### config.mk
export PLATFORM = sky130hd
export DESIGN_NAME = branch_call_return_unit
export DESIGN_NICKNAME = d
export VERILOG_FILES = /design/src/rtl/core/bcru_pkg.sv /design/src/rtl/core/branch_call_return_unit.sv /design/src/rtl/core/bcru_front.sv /design/src/rtl/core/bcru_queue.sv /design/src/rtl/core/bcru_back.sv
export SDC_FILE = /design/constraint.sdc
export NUM_CORES = 1
export LEC_CHECK = 0
export ABC_CLOCK_PERIOD_IN_PS = 5400
export BUFFER_PORTS_ARGS = -buffer_cell sky130_fd_sc_hd__buf_4
export CORE_MARGIN = 1
export CORE_UTILIZATION = 50
export CTS_CLUSTER_SIZE = 30
export DETAILED_ROUTE_END_ITERATION = 8
export PLACE_DENSITY_LB_ADDON = 0.12
export SYNTH_ARGS = -nofsm -noshare
export SYNTH_HDL_FRONTEND = slang
export SYNTH_HIERARCHICAL = 1
export SYNTH_SLANG_ARGS = --single-unit
export TNS_END_PERCENT = 5
### constraint.sdc
create_clock -name clk -period 5.4 [get_ports clk]
set_input_delay 0.54 -clock clk [delete_from_list [all_inputs] [get_ports clk]]
set_output_delay 0.54 -clock clk [all_outputs]
set_load 0.005 [all_outputs]
### src/rtl/core/bcru_pkg.sv
package bcru_pkg;

	localparam int unsigned QUEUE_DEPTH = 2;

	typedef enum logic [2:0] {
		CMD_JR   = 3'd0,
		CMD_JP   = 3'd1,
		CMD_CALL = 3'd2,
		CMD_RET  = 3'd3,
		CMD_RETI = 3'd4,
		CMD_JPHL = 3'd5,
		CMD_RST  = 3'd6
	} cmd_t;

	typedef enum logic [2:0] {
		COND_ALWAYS = 3'd0,
		COND_NZ     = 3'd1,
		COND_Z      = 3'd2,
		COND_NC     = 3'd3,
		COND_C      = 3'd4
	} cond_t;

	// what the back part does with one instruction
	typedef enum logic [2:0] {
		ACT_FALL = 3'd0,
		ACT_REL  = 3'd1,
		ACT_JUMP = 3'd2,
		ACT_CALL = 3'd3,
		ACT_RET  = 3'd4
	} act_t;

	typedef struct packed {
		logic [2:0]         command;
		logic [2:0]         condition;
		logic               zero_flag;
		logic               carry_flag;
		logic signed [7:0]  offset;
		logic [15:0]        target_address;
		logic [15:0]        hl_value;
		logic [2:0]         vector_index;
		logic [1:0]         instruction_length;
	} in_t;

	typedef struct packed {
		logic [15:0] next_pc;
		logic        taken;
		logic        interrupts_enabled;
		logic        stack_error;
	} out_t;

	typedef struct packed {
		act_t        act;
		logic        ie;
		logic [1:0]  len;
		logic [15:0] dest;
		logic [7:0]  offset;
	} entry_t;

endpackage

### src/rtl/core/branch_call_return_unit.sv
// channel   dir   beat                                   handshake
// in        in    bcru_pkg::in_t (instruction + flags)   in_valid / in_ready
// out       out   bcru_pkg::out_t (pc, taken, ie, err)   out_valid / out_ready
//
// one instruction per cycle sustained while out_ready is high
// the back part updates pc and return stack once per instruction;
// the entry under the stack top is prefetched so pops run back to back
// a two-entry queue parts the front from the back, the result register
// parts the back from the consumer
// reset clears pc, stack depth, queue and result valid
module branch_call_return_unit #(
	parameter int unsigned STACK_DEPTH = 16
) (
	input  logic           clk,
	input  logic           arst_n,
	input  logic           in_valid,
	output logic           in_ready,
	input  bcru_pkg::in_t  in_data,
	output logic           out_valid,
	input  logic           out_ready,
	output bcru_pkg::out_t out_data
);
	import bcru_pkg::*;

	entry_t front_entry;
	entry_t q_entry;
	logic   q_valid;
	logic   q_ready;

	bcru_front u_front (
		.in_data (in_data),
		.entry   (front_entry)
	);

	bcru_queue u_queue (
		.clk        (clk),
		.arst_n     (arst_n),
		.push_valid (in_valid),
		.push_ready (in_ready),
		.push_data  (front_entry),
		.pop_valid  (q_valid),
		.pop_ready  (q_ready),
		.pop_data   (q_entry)
	);

	bcru_back #(
		.STACK_DEPTH (STACK_DEPTH)
	) u_back (
		.clk         (clk),
		.arst_n      (arst_n),
		.entry_valid (q_valid),
		.entry_ready (q_ready),
		.entry       (q_entry),
		.out_valid   (out_valid),
		.out_ready   (out_ready),
		.out_data    (out_data)
	);

	a_fall_not_taken: assert property (@(posedge clk) disable iff (!arst_n)
		q_valid && q_ready && q_entry.act == ACT_FALL |=> out_valid && !out_data.taken)
		else $error("fall-through beat reported as taken");

	a_jump_dest: assert property (@(posedge clk) disable iff (!arst_n)
		q_valid && q_ready && q_entry.act == ACT_JUMP
		|=> out_data.next_pc == $past(q_entry.dest) && !out_data.stack_error)
		else $error("jump result does not match its destination");

	a_reti_ie: assert property (@(posedge clk) disable iff (!arst_n)
		q_valid && q_ready && q_entry.ie |=> out_valid && out_data.interrupts_enabled)
		else $error("return from interrupt lost its enable pulse");

	a_full_has_work: assert property (@(posedge clk) disable iff (!arst_n)
		!in_ready |-> q_valid)
		else $error("input stalled with an empty queue");

endmodule

### src/rtl/core/bcru_front.sv
module bcru_front (
	input  bcru_pkg::in_t    in_data,
	output bcru_pkg::entry_t entry
);
	import bcru_pkg::*;

	logic cond_ok;

	always_comb begin
		unique case (in_data.condition)
			COND_ALWAYS: cond_ok = 1'b1;
			COND_NZ:     cond_ok = !in_data.zero_flag;
			COND_Z:      cond_ok = in_data.zero_flag;
			COND_NC:     cond_ok = !in_data.carry_flag;
			COND_C:      cond_ok = in_data.carry_flag;
			default:     cond_ok = 1'b0;
		endcase
	end

	always_comb begin
		entry.act    = ACT_FALL;
		entry.ie     = 1'b0;
		entry.len    = in_data.instruction_length;
		entry.dest   = in_data.target_address;
		entry.offset = in_data.offset;
		unique case (in_data.command)
			CMD_JR:   entry.act = cond_ok ? ACT_REL : ACT_FALL;
			CMD_JP:   entry.act = cond_ok ? ACT_JUMP : ACT_FALL;
			CMD_CALL: entry.act = cond_ok ? ACT_CALL : ACT_FALL;
			CMD_RET:  entry.act = cond_ok ? ACT_RET : ACT_FALL;
			CMD_RETI: begin
				entry.act = ACT_RET;
				entry.ie  = 1'b1;
			end
			CMD_JPHL: begin
				entry.act  = ACT_JUMP;
				entry.dest = in_data.hl_value;
			end
			CMD_RST: begin
				entry.act  = ACT_CALL;
				entry.dest = {10'd0, in_data.vector_index, 3'd0};
			end
			default:  entry.act = ACT_FALL;
		endcase
	end

endmodule

### src/rtl/core/bcru_queue.sv
module bcru_queue (
	input  logic             clk,
	input  logic             arst_n,
	input  logic             push_valid,
	output logic             push_ready,
	input  bcru_pkg::entry_t push_data,
	output logic             pop_valid,
	input  logic             pop_ready,
	output bcru_pkg::entry_t pop_data
);
	import bcru_pkg::*;

	localparam int unsigned PW = (QUEUE_DEPTH > 1) ? $clog2(QUEUE_DEPTH) : 1;
	localparam int unsigned CW = $clog2(QUEUE_DEPTH + 1);

	entry_t          slot_q [QUEUE_DEPTH];
	logic [PW-1:0]   wr_ptr_q;
	logic [PW-1:0]   rd_ptr_q;
	logic [CW-1:0]   count_q;
	logic            do_push;
	logic            do_pop;

	assign push_ready = (count_q != CW'(QUEUE_DEPTH));
	assign pop_valid  = (count_q != '0);
	assign pop_data   = slot_q[rd_ptr_q];
	assign do_push    = push_valid && push_ready;
	assign do_pop     = pop_valid && pop_ready;

	always_ff @(posedge clk) begin
		if (do_push) begin
			slot_q[wr_ptr_q] <= push_data;
		end
	end

	always_ff @(posedge clk or negedge arst_n) begin
		if (!arst_n) begin
			wr_ptr_q <= '0;
			rd_ptr_q <= '0;
			count_q  <= '0;
		end else begin
			if (do_push) begin
				wr_ptr_q <= (wr_ptr_q == PW'(QUEUE_DEPTH - 1)) ? '0 : wr_ptr_q + PW'(1);
			end
			if (do_pop) begin
				rd_ptr_q <= (rd_ptr_q == PW'(QUEUE_DEPTH - 1)) ? '0 : rd_ptr_q + PW'(1);
			end
			if (do_push && !do_pop) begin
				count_q <= count_q + CW'(1);
			end else if (do_pop && !do_push) begin
				count_q <= count_q - CW'(1);
			end
		end
	end

endmodule

### src/rtl/core/bcru_back.sv
module bcru_back #(
	parameter int unsigned STACK_DEPTH = 16
) (
	input  logic             clk,
	input  logic             arst_n,
	input  logic             entry_valid,
	output logic             entry_ready,
	input  bcru_pkg::entry_t entry,
	output logic             out_valid,
	input  logic             out_ready,
	output bcru_pkg::out_t   out_data
);
	import bcru_pkg::*;

	localparam int unsigned AW = $clog2(STACK_DEPTH);
	localparam int unsigned DW = $clog2(STACK_DEPTH + 1);

	logic [15:0]   pc_q;
	logic [DW-1:0] depth_q;
	logic [DW-1:0] depth_d;
	logic [15:0]   top_q;
	logic [15:0]   below_q;
	logic [15:0]   stack_mem [STACK_DEPTH];
	logic [DW-1:0] rd_full;
	logic [AW-1:0] rd_addr;
	logic          fire;
	logic          push;
	logic          pop;
	logic [15:0]   fall;
	out_t          res;
	logic          out_valid_q;
	out_t          out_q;

	assign entry_ready = !out_valid_q || out_ready;
	assign fire        = entry_valid && entry_ready;
	assign fall        = pc_q + {14'd0, entry.len};
	assign out_valid   = out_valid_q;
	assign out_data    = out_q;

	always_comb begin
		res.next_pc            = fall;
		res.taken              = 1'b1;
		res.interrupts_enabled = entry.ie;
		res.stack_error        = 1'b0;
		push                   = 1'b0;
		pop                    = 1'b0;
		unique case (entry.act)
			ACT_FALL: res.taken = 1'b0;
			ACT_REL:  res.next_pc = fall + {{8{entry.offset[7]}}, entry.offset};
			ACT_JUMP: res.next_pc = entry.dest;
			ACT_CALL: begin
				res.next_pc = entry.dest;
				// full stack drops the return address
				if (depth_q == DW'(STACK_DEPTH)) begin
					res.stack_error = 1'b1;
				end else begin
					push = 1'b1;
				end
			end
			ACT_RET: begin
				if (depth_q == '0) begin
					res.next_pc     = '0;
					res.stack_error = 1'b1;
				end else begin
					res.next_pc = top_q;
					pop         = 1'b1;
				end
			end
			default:  res.taken = 1'b0;
		endcase
	end

	always_comb begin
		depth_d = depth_q;
		if (fire && push) begin
			depth_d = depth_q + DW'(1);
		end else if (fire && pop) begin
			depth_d = depth_q - DW'(1);
		end
	end

	// prefetch the entry under the new top so back-to-back pops need no bubble
	assign rd_full = depth_d - DW'(2);
	assign rd_addr = rd_full[AW-1:0];

	always_ff @(posedge clk) begin
		if (fire && push) begin
			stack_mem[depth_q[AW-1:0]] <= fall;
		end
		below_q <= stack_mem[rd_addr];
		if (fire && push) begin
			top_q <= fall;
		end else if (fire && pop) begin
			top_q <= below_q;
		end
		if (fire) begin
			out_q <= res;
		end
	end

	always_ff @(posedge clk or negedge arst_n) begin
		if (!arst_n) begin
			pc_q        <= '0;
			depth_q     <= '0;
			out_valid_q <= 1'b0;
		end else begin
			depth_q <= depth_d;
			if (fire) begin
				pc_q <= res.next_pc;
			end
			if (fire) begin
				out_valid_q <= 1'b1;
			end else if (out_ready) begin
				out_valid_q <= 1'b0;
			end
		end
	end

endmodule
== Word-level counts from Yosys, hierarchy flattened ==
Memory sizes are Yosys's and may differ from the RTL's. A register that Yosys moved wholly into a read port is not among the register bits.
Cells that the tools add are included.

* Mux-type cells: 32
* Reductions and logical operators: 21
* $add $sub $neg: 9
* Eq/ne operators: 16

{| class="wikitable"
|+ Operators with widths
! kind !! count
|-
| $mux W16 || 3
|-
| $pmux W16 S3 || 1
|-
| $pmux W16 S2 || 1
|-
| $pmux W3 S7 || 1
|-
| $eq A3 B2 Y1 const B || 6
|-
| $mux W1 || 17
|-
| $add A16 B16 Y16 || 1
|-
| $add A16 B2 Y16 || 1
|-
| $eq A3 B3 Y1 const B || 5
|-
| $mux W5 || 2
|-
| $eq A3 B1 Y1 const B || 3
|-
| $mux W2 || 4
|-
| $reduce_bool A2 Y1 || 4
|-
| $logic_and A1 B1 Y1 || 6
|-
| $logic_not A3 Y1 || 2
|-
| $add A5 B1 Y5 const B || 1
|-
| $eq A5 B5 Y1 const B || 1
|-
| $logic_not A1 Y1 || 5
|-
| $logic_not A5 Y1 || 1
|-
| $pmux W1 S5 || 1
|-
| $sub A5 B1 Y5 const B || 1
|-
| $reduce_or A4 Y1 || 1
|-
| $sub A4 B2 Y4 const B || 1
|-
| $mux W3 || 1
|-
| 7 further kinds || 8
|}

* Flip-flop bits (word level): 61
* Memories: 2
* Output and inout bits: 21
* Memory bits (writable): 316

{| class="wikitable"
|+ Memories
! name !! words !! bits a word !! read ports !! clocked after Yosys merged registers in !! write ports !! RTL line !! text
|-
| u_back.stack_mem || 16 || 16 || 1 || 1 || 1 || bcru_back.sv:23 || <nowiki>logic [15:0] stack_mem [STACK_DEPTH];</nowiki>
|-
| u_queue.slot_q || 2 || 30 || 1 || 0 || 1 || bcru_queue.sv:16 || <nowiki>entry_t slot_q [QUEUE_DEPTH];</nowiki>
|}

== Logic depth before layout (Yosys ltp) ==
* Depth in word-level cells: 7
* Mapped depth: 20
* Depth with buffers taken out: 16

== By module ==
Netlist, hierarchy kept.

{| class="wikitable"
|+ By module, submodules not included
! module !! times used !! cells an instance !! area an instance (um^2)
|-
| bcru_back || 1 || 1424 || 16146.7
|-
| bcru_queue || 1 || 111 || 2384.8
|-
| bcru_front || 1 || 70 || 506.7
|}

== Least setup slack after synthesis ==
OpenSTA, ideal clock, no wires.

* Path type: register -> register
* Start point: reg u_back.depth_q[0]
* End point: reg u_back.below_q[13] (read register of u_back.stack_mem)
* Arrival time: 4.548 ns
* Setup slack: 0.766 ns
* Setup time: 0.086 ns
* Path buffers: 8
* Stages on the path, launching flop included: 21
* Path through: dfrtp_1 inv_1 clkbuf_1 clkbuf_1 clkbuf_1 ha_1 or4b_1 and4_1 clkbuf_1 clkbuf_1 buf_1 a22oi_1 xnor2_1 inv_1 ha_1 buf_1 inv_1 nand2_1 clkbuf_1 o22ai_1 a211oi_1

* Word-level cells in the longest chain between the ends: 7

{| class="wikitable"
|+ Ends and longest elaborated chain
! element !! RTL line !! text
|-
| from (decl) || bcru_back.sv:19 || <nowiki>logic [DW-1:0] depth_q;</nowiki>
|-
| from (signal assigned) || bcru_back.sv:107 || <nowiki>depth_q <= depth_d;</nowiki>
|-
| branches (longest 5 deep; another with $sub A5 B1 Y5) || - ||
|-
| $mux W5 * || bcru_back.sv:75 || <nowiki>if (fire && push) begin</nowiki>
|-
| via u_back.depth_d[2] || bcru_back.sv:20 || <nowiki>logic [DW-1:0] depth_d;</nowiki>
|-
| $sub A4 B2 Y4 * || bcru_back.sv:83 || <nowiki>assign rd_full = depth_d - DW'(2);</nowiki>
|-
| to (decl) || bcru_back.sv:22 || <nowiki>logic [15:0] below_q;</nowiki>
|}

Mark *: on every way through the listed nets, which the timed path passes.
A chain may end at the register's enable or synchronous reset.

==> out/results.tsv <==
stage	metric	value	unit
status	run status	finished, final reports clean	
routing	DRT antenna net count	0	
die	chip height	197	um
setup_path	worst reg2reg setup slack	0.76	ns
power	Max VDD drop	0.506	mV
die	Die ar.	38900	um^2
placed_design	port buffer count	77	
synthesis	Synth Flop Type	edfxtp_1	
setup_path	Required @ worst endpoint	5.83	ns
routing	Via density	6.16	
routing	1st-iter DRT viols	1295	
die	Initial Util	50.7	%
sta	Max-slew headroom	21.0	%
die	core footprint	37600	um^2
synthesis	asr flop ratio synth	6.62	%
cells_and_area	synthesis-to-layout area growth	13.0	%
global_route	GR Overflow Total	0	
setup_path	Worst setup EP type	flip-flop	
clock_network	maximum root-to-sink buffer count	3	
routing	routed wire length	52.8	mm
clock_network	root buf cell	clkbuf_16	
synthesis	Syn Nets	1690	
synthesis	YS warnings	6	
cells_and_area	Inserted Diodes	0	
power	Tot Pwr	14.2	mW
clock_network	CTS tree	done	
sta	total negative slack	0	ns
sta	Clock Skew	0.0314	ns
power	Leakage	7.97	nW
sta	Setup Viol. Count Final	0	
synthesis	Synth cell types	73	
sta	final hold vios	0	
global_route	vias in the first global route	12800	
routing	DRT Pass-1 Iters	8	
sta	RSZ-0062 raised after global routing	false	
global_route	largest net degree at the start of global routing	101	
placed_design	Detail Placement HPWL	32.9	mm
sta	fin crit share	86.0	%
cells_and_area	Post-Layout Inst Area	21500	um^2
min_path	Cells on Worst Hold Path	1	
cells_and_area	share of post-route cells with drive strength above 1	15.7	%
synthesis	number of synthesized flops with an enable pin	351	
die	Die W	197	um
cells_and_area	nets	1741	
min_path	Hold EP	u_queue/slot_q[1][24]$_DFFE_PP_	
clock_network	clk_lat worst skew	0.57	ns
setup_path	R2R cell count	13	
power	Power Dens Cells	659	nW/um^2
setup_path	CP Launch Type	flip-flop	
synthesis	Syn Std Cell Area	19000	um^2
die	Top Ports	78	
placed_design	placed insts	2122	
clock_network	CTS resizes	0	
global_route	initial antenna violation count	0	
setup_path	WP data arrival	5.07	ns
min_path	Min-Delay Path Class	primary input to flip-flop	
sta	slew of the pin with the lowest slew margin	1.19	ns
cells_and_area	footprint of the multi-input gates	6850	um^2
sta	fin. max-slew vios	0	
cells_and_area	FF/Latch Area	11500	um^2
setup_path	reg2reg start	u_queue/rd_ptr_q$_DFFE_PN0P_	
die	Cell Rows	71	
cells_and_area	Final Instance Count excl. Fillers	2200	
routing	vias	13600	
synthesis	Yosys top cell area share	55.4	%
global_route	first-pass GRT wire length	78.5	mm
routing	drt wl/cell	24.0	um
setup_path	R2R Path End	u_back/below_q[9]$_DFF_P_	
synthesis	area leader, netlist	edfxtp_1	
setup_path	CP Class	flip-flop to flip-flop	
clock_network	CTS Buf Count	42	
global_route	gr usage total	27.3	%
min_path	min-delay src	in_data[0]	
synthesis	Mapped Cells	1605	
clock_network	clock sinks	393	
setup_path	Crit Path Max Fanout	29	
placed_design	placer congestion estimate	0.909	
sta	post-layout min period	4.64	ns
synthesis	Synth area leaders	edfxtp_1, nand2_1, dfrtp_1	
sta	max frequency	215	MHz
clock_network	clk slew on worst S/H paths	0.06	ns
synthesis	average instance area after synthesis	11.9	um^2
routing	drc violations	0	
run	max_cap viols	0	
cells_and_area	Layout fillers	3046	
clock_network	H-Tree Depth	2	
synthesis	flops & latches, synth	393	
synthesis	sequential fraction of the synthesis area	60.5	%
placed_design	Placed Area	20100	um^2
==> how the worst max path moves through the flow <==
stage | end | from | slack, ns | cells after the start
final | u_back/below_q[9]$_DFF_P_ | u_queue/rd_ptr_q$_DFFE_PN0P_ | 0.76 | 13
after global placement | u_back/out_data[18]$_DFFE_PP_ | u_queue/rd_ptr_q$_DFFE_PN0P_ | 0.95 | 16
after detailed placement | u_back/below_q[3]$_DFF_P_ | u_queue/rd_ptr_q$_DFFE_PN0P_ | 0.81 | 13
after CTS | u_back/below_q[0]$_DFF_P_ | u_queue/rd_ptr_q$_DFFE_PN0P_ | 0.82 | 11
after floorplan | u_back/below_q[13]$_DFF_P_ | u_back/depth_q[0]$_DFF_PN0_ | 0.77 | 20
after global routing | u_back/below_q[12]$_DFF_P_ | u_queue/rd_ptr_q$_DFFE_PN0P_ | 0.48 | 13
==> critical path, stage by stage, from the launching register on <==
cell and delay, ns:
dfrtp_1 0.38, buf_4 0.37, mux2_2 0.45, nand3b_1 0.32
nor4b_4 0.36, buf_4 0.34, a22oi_1 0.16, xnor2_1 0.22
inv_1 0.07, ha_1 0.24, xnor3_1 0.70, nand2_1 0.52
o22ai_1 0.29, a211oi_1 0.08
==> per-stage QoR <==
stage	hold slack, ns	util, %	setup slack [ns]
6_report	0.171	57.2	0.758
2_1_floorplan	0.244	-	0.766
5_1_grt	0.146	57.2	0.476
4_1_cts	0.147	57.2	0.816
3_5_place_dp	0.490	53.5	0.810
3_3_place_gp	0.477	53.5	0.952
==> repair_timing <==
item                       4_1_cts  5_1_grt
hold buffers                     1        0
setup buffers                    0        0
setup endpoints to repair        0        0
hold endpoints to repair        26        0
==> routing by layer <==
| layer | vias to the layer above | GRT usage, % | wire length [um] |
|---|---|---|---|
| li1 | 6173 | - | - |
| met1 | 6698 | 36.9 | 22400 |
| met2 | 601 | 44.4 | 25200 |
| met3 | 86 | 4.52 | 3680 |
| met4 | 0 | 10.0 | 1600 |
| met5 | - | 0 | 0 |
==> cells by family after synthesis <==
family / count (synthesis) / synth area share [%]
AND/OR/NAND/NOR: 509 / 11.8
flip-flops: 393 / 60.5
AO/OA/AOI/OAI: 386 / 14.9
buffers and inverters: 156 / 3.64
multiplexers: 101 / 5.62
XOR/XNOR: 32 / 1.69
adder cells (fa/ha/maj): 28 / 1.92
==> sequential cells by signal, summed over array words and instances, names as in the netlist <==
register,flops
u_back/below_q,16
u_back/depth_q,5
u_back/out_data,19
u_back/out_valid,1
u_back/pc_q,16
u_back/stack_mem,256
u_back/top_q,16
u_queue/count_q,2
u_queue/rd_ptr_q,1
u_queue/slot_q,60
u_queue/wr_ptr_q,1
==> power by group <==
| group | total, mW | switching, mW | internal (mW) |
|---|---|---|---|
| Clock | 2.93 | 1.22 | 1.71 |
| Sequential | 4.59 | 0.293 | 4.30 |
| Combinational | 6.64 | 4.26 | 2.38 |
| Total | 14.2 | 5.78 | 8.39 |
==> cells in the mapped netlist (4+ instances only) <==
master and count:
or3_1 5, buf_1 10, buf_4 13, and2_1 15
a311oi_1 33, o21a_1 6, ha_1 26, dfrtp_1 26
and3_1 29, clkbuf_1 74, dfxtp_1 16, inv_1 34
nor2_1 68, nand3_1 24, mux2_2 47, o21ai_0 22
nand2_1 319, xor2_1 10, a22o_1 22, a22o_2 4
nor2b_1 6, nand3b_1 4, o211ai_1 5, o2111ai_1 14
buf_2 17, nand2b_1 7, a22oi_1 36, a221oi_1 6
o22ai_1 22, nor3_1 12, a211o_1 20, a32o_1 9
a31oi_1 4, a21oi_1 71, a211oi_1 82, buf_6 5
xnor2_1 19, mux2i_1 54, a222oi_1 6, edfxtp_1 351
a21o_1 7
==> placed cells by master, fill, tap and decap left out, types with 29 or more instances in the layout <==
cell and instances:
edfxtp_1 351, nand2_1 317, buf_4 124, a211oi_1 82
a21oi_1 71, nor2_1 67, mux2i_1 54, mux2_2 47
clkbuf_16 43, a22oi_1 36, inv_1 33, a311oi_1 33
and3_1 29
==> cell type report <==
cell class / count / share of cell area, %
flip-flops and latches: 393 / 53.5
multi-input cells: 1056 / 31.9
clock buffers: 48 / 5.09
repair buffers: 126 / 4.47
well taps: 511 / 2.97
clock inverters: 29 / 1.43
inverters: 37 / 0.652
Power figures use the tool's default switching activity.
